`config.mk`:
```
export PLATFORM = sky130hd
export DESIGN_NAME = sia_queue
export DESIGN_NICKNAME = d
export VERILOG_FILES = /design/src/design/sia_pkg.sv /design/src/design/sia_queue.sv
export SDC_FILE = /design/constraint.sdc
export NUM_CORES = 1
export LEC_CHECK = 0
export ABC_AREA = 1
export BUFFER_PORTS_ARGS = -buffer_cell sky130_fd_sc_hd__buf_2
export CAP_MARGIN = 10
export CORE_ASPECT_RATIO = 1.5
export CORE_MARGIN = 1
export CORE_UTILIZATION = 50
export DETAILED_ROUTE_END_ITERATION = 16
export GPL_TIMING_DRIVEN = 0
export PLACE_DENSITY = 0.76
export SLEW_MARGIN = 20
export SYNTH_ARGS = -nofsm -noshare
export SYNTH_HDL_FRONTEND = slang
export SYNTH_SLANG_ARGS = --single-unit
```
`constraint.sdc`:
```
create_clock -name clock -period 24.4 [get_ports clock]
set_input_delay 2.44 -clock clock [delete_from_list [all_inputs] [get_ports clock]]
set_output_delay 2.44 -clock clock [all_outputs]
set_load 0.005 [all_outputs]
```
`src/design/sia_pkg.sv`:
```
// ----------------------------------------------------------------------------
// sia_pkg
// Opcodes, status codes and shared types of the signed 64-bit ALU.
// ----------------------------------------------------------------------------
package sia_pkg;
   localparam int DataW = 64;
   localparam int QueueDepthDefault = 2;

   typedef enum logic [4:0] {
      OP_SET = 5'd0, OP_ADD = 5'd1, OP_SUB = 5'd2, OP_MUL = 5'd3,
      OP_DIV = 5'd4, OP_MOD = 5'd5, OP_AND = 5'd6, OP_OR = 5'd7,
      OP_XOR = 5'd8, OP_SHR = 5'd9, OP_SHL = 5'd10, OP_EQ = 5'd11,
      OP_NE = 5'd12, OP_GT = 5'd13, OP_LT = 5'd14, OP_GE = 5'd15,
      OP_LE = 5'd16
   } opcode_type;

   typedef enum logic [1:0] {
      ST_OK = 2'd0, ST_DIVZERO = 2'd1, ST_BADOP = 2'd2
   } status_type;

   typedef enum logic [2:0] {
      CLS_SIMPLE = 3'b001, CLS_MUL = 3'b010, CLS_DIV = 3'b100
   } class_type;

   typedef struct packed {
      class_type          cls;
      logic [DataW-1:0]   value;
      logic               became_int;
      status_type         status;
      logic               is_mod;
      logic [DataW-1:0]   lhs;
      logic [DataW-1:0]   rhs;
   } op_type;
endpackage

```
`src/design/sia_queue.sv`:
```
// ----------------------------------------------------------------------------
// sia_queue
// Small FIFO between the front and back parts.
// ----------------------------------------------------------------------------
module sia_queue #(
   parameter int Depth = sia_pkg::QueueDepthDefault
) (
   input  logic                 clock,
   input  logic                 reset,
   input  logic                 in_valid,
   output logic                 in_ready,
   input  sia_pkg::op_type      in_data,
   output logic                 out_valid,
   input  logic                 out_ready,
   output sia_pkg::op_type      out_data
);
   import sia_pkg::*;
   localparam int AW = (Depth > 1) ? $clog2(Depth) : 1;

   op_type        mem [Depth];
   logic [AW-1:0] wp_ff, rp_ff;
   logic [AW:0]   cnt_ff;
   logic          push, pop;

   assign in_ready  = cnt_ff != (AW+1)'(Depth);
   assign out_valid = cnt_ff != '0;
   assign out_data  = mem[rp_ff];
   assign push = in_valid && in_ready;
   assign pop  = out_valid && out_ready;

   always_ff @(posedge clock) begin
      if (reset) begin
         wp_ff <= '0; rp_ff <= '0; cnt_ff <= '0;
      end else begin
         if (push) wp_ff <= (wp_ff == AW'(Depth-1)) ? '0 : wp_ff + 1'b1;
         if (pop)  rp_ff <= (rp_ff == AW'(Depth-1)) ? '0 : rp_ff + 1'b1;
         cnt_ff <= cnt_ff + (AW+1)'(push) - (AW+1)'(pop);
      end
   end

   always_ff @(posedge clock) begin
      if (push) mem[wp_ff] <= in_data;
   end
endmodule

```
Word level (Yosys, flattened, before mapping)
Memories as Yosys holds them, arrays and structs flattened. A register that Yosys moved wholly into a read port is not among the register bits.
Cells that the tools add are included.
{"block": "word_totals", "elab_cells": 18, "input_bits": 203, "n_memories": 1, "register_bits": 4, "out_inout_bits": 201, "mem_bits_rw": 398}
{"name": "mem", "words": 2, "word_bits": 199, "read_ports": 1, "rd_clocked_by_memory_dff": 1, "wr": 1, "line_no": "sia_queue.sv:20", "text": "op_type mem [Depth];"}
{"block": "classes", "muxes": 6, "reduce_logical": 3, "add_sub_neg": 4, "n_eq_ne": 1}
{"op": "two-way mux 1 bit", "n": 6}
{"op": "adder 1 bit, second input constant", "n": 2}
{"op": "adder 2 x 1 -> 2 bit", "n": 1}
{"op": "logical AND 1 bit", "n": 2}
{"op": "inequality test 2 bit, second input constant", "n": 1}
{"op": "nonzero test 2 bit", "n": 1}
{"op": "subtractor 2 x 1 -> 2 bit", "n": 1}

Depth between registers and ports, before layout
{"block": "depth", "ltp_word": 4, "depth_mapped": 11, "ltp_nobuf": 11}

Worst setup path before layout
Ideal clock, no wire load.
{"block": "synth_path", "path_type": "in2reg", "startpoint": "input in_valid", "endpoint": "memory mem[1][0] in the netlist's numbering, enable pin", "n_path_buf": 0, "arrival_time_ps": 10846, "required_time_ps": 23637, "setup_time_ps": 763, "cell_stages": 2, "slack_ps": 12790, "cell_sequence": "nand2_1 > nor2_1"}
{"block": "synth_between", "elab_chain_len": 3}
{"item": "from (decl)", "line_no": "sia_queue.sv:10", "text": "input logic in_valid,"}
{"item": "logical AND 1 bit", "line_no": "sia_queue.sv:28", "text": "assign push = in_valid && in_ready;"}
{"item": "two-way mux 1 bit", "line_no": "sia_queue.sv:42", "text": "if (push) mem[wp_ff] <= in_data;"}
{"item": "two-way mux 1 bit (not written as such)", "line_no": "sia_queue.sv:42"}
{"item": "to (decl)", "line_no": "sia_queue.sv:20"}
No other way between the ends.

==> implementation parameters <==
Parameter                              Value

Outcome
  Status    finished clean

Logic synthesis
  Synth Area per Inst    22.9 um^2
  Fraction of synthesized area in multiplexers    approximately 17%
  Largest family of logic cells by synthesized area    multiplexers
  Fraction of post-synthesis cell area in the top cell type by area    79.7%
  Simple-gate portion of the synthesized area    less than 1%
  Post-synthesis instance area    between 15000 and 20000 um^2
  Arithmetic-cell share of the synthesized area counting full adders, half adders and majority gates    0.0834%
  Fraction of the mapped netlist area in compound gates    less than 1%
  Number of synthesized register bits    around 400
  Synthesis warning total    0
  Xor and xnor area share after synthesis    0.0584%
  Syn nets    859
  Yosys top cell by area    sky130_fd_sc_hd__edfxtp_1
  Netlist cell types    14
  Portion of the post-synthesis area used by sequential elements    between 80% and 90%
  Top area cells in the synthesized netlist    sky130_fd_sc_hd__edfxtp_1 (80%), sky130_fd_sc_hd__mux2_4 (10%), sky130_fd_sc_hd__mux2_2 (7.4%)
  Instance count of the mapped netlist    roughly 660

STA
  Unrepaired setup endpoints after global routing    false
  Minimum hold slack    0.519 ns
  Final critical delay including setup and external delays    ~4.3 ns
  Slew HR    between 70 and 80%
  Final setup vio count    0
  Fin crit share    between 10% and 20%
  Final Hold Violating Endpoints    0
  Maximum achievable frequency    about 0.23 GHz
  Final Max Tran Viols    0
  Post-route clock skew    0.0126 ns
  Total Negative Setup Slacks    0 ns
  Slew at the pin closest to its max-slew limit    ~0.44 ns

Clocking
  Maximum level of the CTS H-tree    2
  Postcts setup bufs    0
  Clock tree from TritonCTS    built
  Maximum buffer depth of the clock tree    3
  Clock latency on the worst-skew pair    approximately 0.54 ns
  Sink Count    between 400 and 500
  Number of cells upsized or downsized after cts    0
  Clock-pin transition on the worst setup and hold timing paths    roughly 0.06 ns
  CTS buffer count    37
  Buffer cell driving the clock tree root    sky130_fd_sc_hd__clkbuf_16
  Quantity of hold-fixing buffers added after cts    0

Global routing
  Initial antenna violation count    10
  Total track usage    about a fifth
  Number of global-route vias before repair    ~8400
  Maximum number of pins on one net before global-route repair    27
  First-pass GRT wire length    around 45 mm
  Sum of overflow across all layers after global routing    0

Worst setup path
  Register-to-register setup slack    between 20 and 25 ns
  Terminus of the critical flop-to-flop path    mem[0][119]
  Type of origin of the critical path    flip-flop
  Critical path data required time    between 20 and 25 ns
  Class of the most critical setup path    flip-flop to primary output
  CP endpoint kind    primary output
  Source of the worst register-to-register timing path    cnt_ff[0]
  Maximum net fanout on the critical path    10
  Arrival time at the worst endpoint    1.90 ns
  Count of cells along the worst register-to-register path    7

Power
  Internal    roughly 1.5 mW
  NetSw    483 uW
  Max IR drop VDD    ~0.085 mV
  Combinational group share of total power    24.0%
  Areal power density over the cells    roughly 100 nW/um^2
  Power share of the sequential group    45.6%
  Part of the total power dissipated in the clock network    a little under a third
  Sw frac    between 20 and 25%
  Leakage    between 7 and 8 nW
  Power Total    slightly below 2 mW

Run
  Max-Cap Viols    0

Final layout
  Footprint of the multi-input gates    between 2000 and 3000 um^2
  Final-stage net count    ~1300
  Count of filler cells inserted in the layout    just over 2000
  Util after Layout    65.1%
  Proportion of layout cells with a drive suffix above 1    60.7%
  Sequential cell area    around 12000 um^2
  Most common cell after layout, fill and taps aside    sky130_fd_sc_hd__buf_2
  Area Overhead vs Synth    27.9%
  Most frequent cells in the layout    sky130_fd_sc_hd__buf_2 (411), sky130_fd_sc_hd__edfxtp_1 (398), sky130_fd_sc_hd__mux2_4 (100)

Route
  WL/cell    a little under 20 um
  Count of TritonRoute iterations in the first routing pass    4
  DRC viols    0
  Total via count in the routed design    between 7000 and 8000
  Wire length on met3    just under 2 mm
  Wirelength, routed    slightly above 30 mm
  Antenna viol nets, final    0
  Number of vias per cell    4.99
  Detailed-routing wirelength on met1    roughly 9.8 mm
  Met2 wirelength from detailed routing    ~17 mm
  Count of routing violations after the opening detailed-route iteration    279
  Highest Signal Layer    met5

Floorplan
  Area enclosed by the die boundary    around 31000 um^2
  Chip Width    ~140 um
  Num rows    77
  Core outline area    29500 um^2
  Number of top-level pins    roughly 400
  Die Span Y    approximately 210 um
  Starting Density    about 51%

Placed design
  Buffers added on ports    403
  Global placement routability congestion    about 0.76
  HPWL reported at the end of detailed placement    between 20 and 25 mm

Min path
  Class of the tightest hold or removal check    flip-flop to flip-flop
  Critical hold path startpoint    rp_ff
  Hold depth    2
==> layer usage <==
metal,GRT usage [%],vias to the layer above
li1,-,3526
met1,18.7,3782
met2,37.8,309
met3,4.94,93
met4,11.3,4
met5,0,-
==> worst max-delay path, stage by stage (launching register included) <==
cell	delay, ns
sky130_fd_sc_hd__dfxtp_1	0.32
sky130_fd_sc_hd__buf_6	0.16
sky130_fd_sc_hd__buf_6	0.21
sky130_fd_sc_hd__buf_6	0.21
sky130_fd_sc_hd__mux2_4	0.32
sky130_fd_sc_hd__buf_2	0.14
==> through the flow <==
step	setup WS [ns]	cell area, um^2	std cells
finish	20.06	19200	1547
global route	19.97	19200	1546
CTS	20.00	19200	1538
detailed placement	20.26	17900	1471
global placement	8.11	17500	1453
floorplan	12.79	15000	655
==> cells by family (layout without fill, tap and decap cells) <==
| logic type | Yosys count | in the layout |
|---|---|---|
| xor+xnor | 1 | 1 |
| other cells | 0 | 9 |
| fa+ha+maj | 1 | 1 |
| buf+inv | 30 | 518 |
| simple gates | 19 | 19 |
| flops | 403 | 403 |
| compound gates | 2 | 2 |
| mux | 199 | 199 |
==> cell type report <==
| class | count | share of cell area (%) |
|---|---|---|
| sequential | 403 | 62.8 |
| multi-input combinational | 222 | 14.3 |
| timing repair buffer | 421 | 12.5 |
| clock buffer | 50 | 5.18 |
| tap | 395 | 2.58 |
| clock inverter | 17 | 1.36 |
| buffer | 22 | 1.03 |
| inverter | 8 | 0.157 |
| antenna | 9 | 0.117 |
==> worst max path at each step <==
stage	cells past startpoint	end	slack [ns]	start
finish	5	out_data[158]	20.06	flip-flop
global route	5	out_data[166]	19.97	flip-flop
CTS	5	out_data[158]	20.00	flip-flop
detailed placement	6	mem[0][117]	20.26	in_valid
global placement	3	mem[1][105]	8.11	in_valid
floorplan	2	mem[1][0]	12.79	in_valid
==> flip-flops by register name (all words and copies together), names as in the netlist, named ones only <==
name	flops
rp_ff	1
wp_ff	1
cnt_ff	2
mem	398
==> power by group through the flow <==
stage                     Clock, mW  Combinational (mW)  Sequential [mW]
after detailed placement          0               0.480            0.914
final                         0.599               0.473            0.899
after global routing          0.636               0.509            0.907
after CTS                     0.614               0.483            0.900
after global placement            0               0.441            0.965
after floorplan                   0               0.270            0.942
==> Yosys cell counts <==
cell type and count:
sky130_fd_sc_hd__a21oi_1 2, sky130_fd_sc_hd__buf_2 8, sky130_fd_sc_hd__buf_6 14, sky130_fd_sc_hd__dfxtp_1 5
sky130_fd_sc_hd__edfxtp_1 398, sky130_fd_sc_hd__ha_1 1, sky130_fd_sc_hd__inv_1 8, sky130_fd_sc_hd__mux2_2 99
sky130_fd_sc_hd__mux2_4 100, sky130_fd_sc_hd__nand2_1 8, sky130_fd_sc_hd__nand3_1 1, sky130_fd_sc_hd__nor2_1 9
sky130_fd_sc_hd__nor3_1 1, sky130_fd_sc_hd__xnor2_1 1
(Power assumes the default switching activity.)
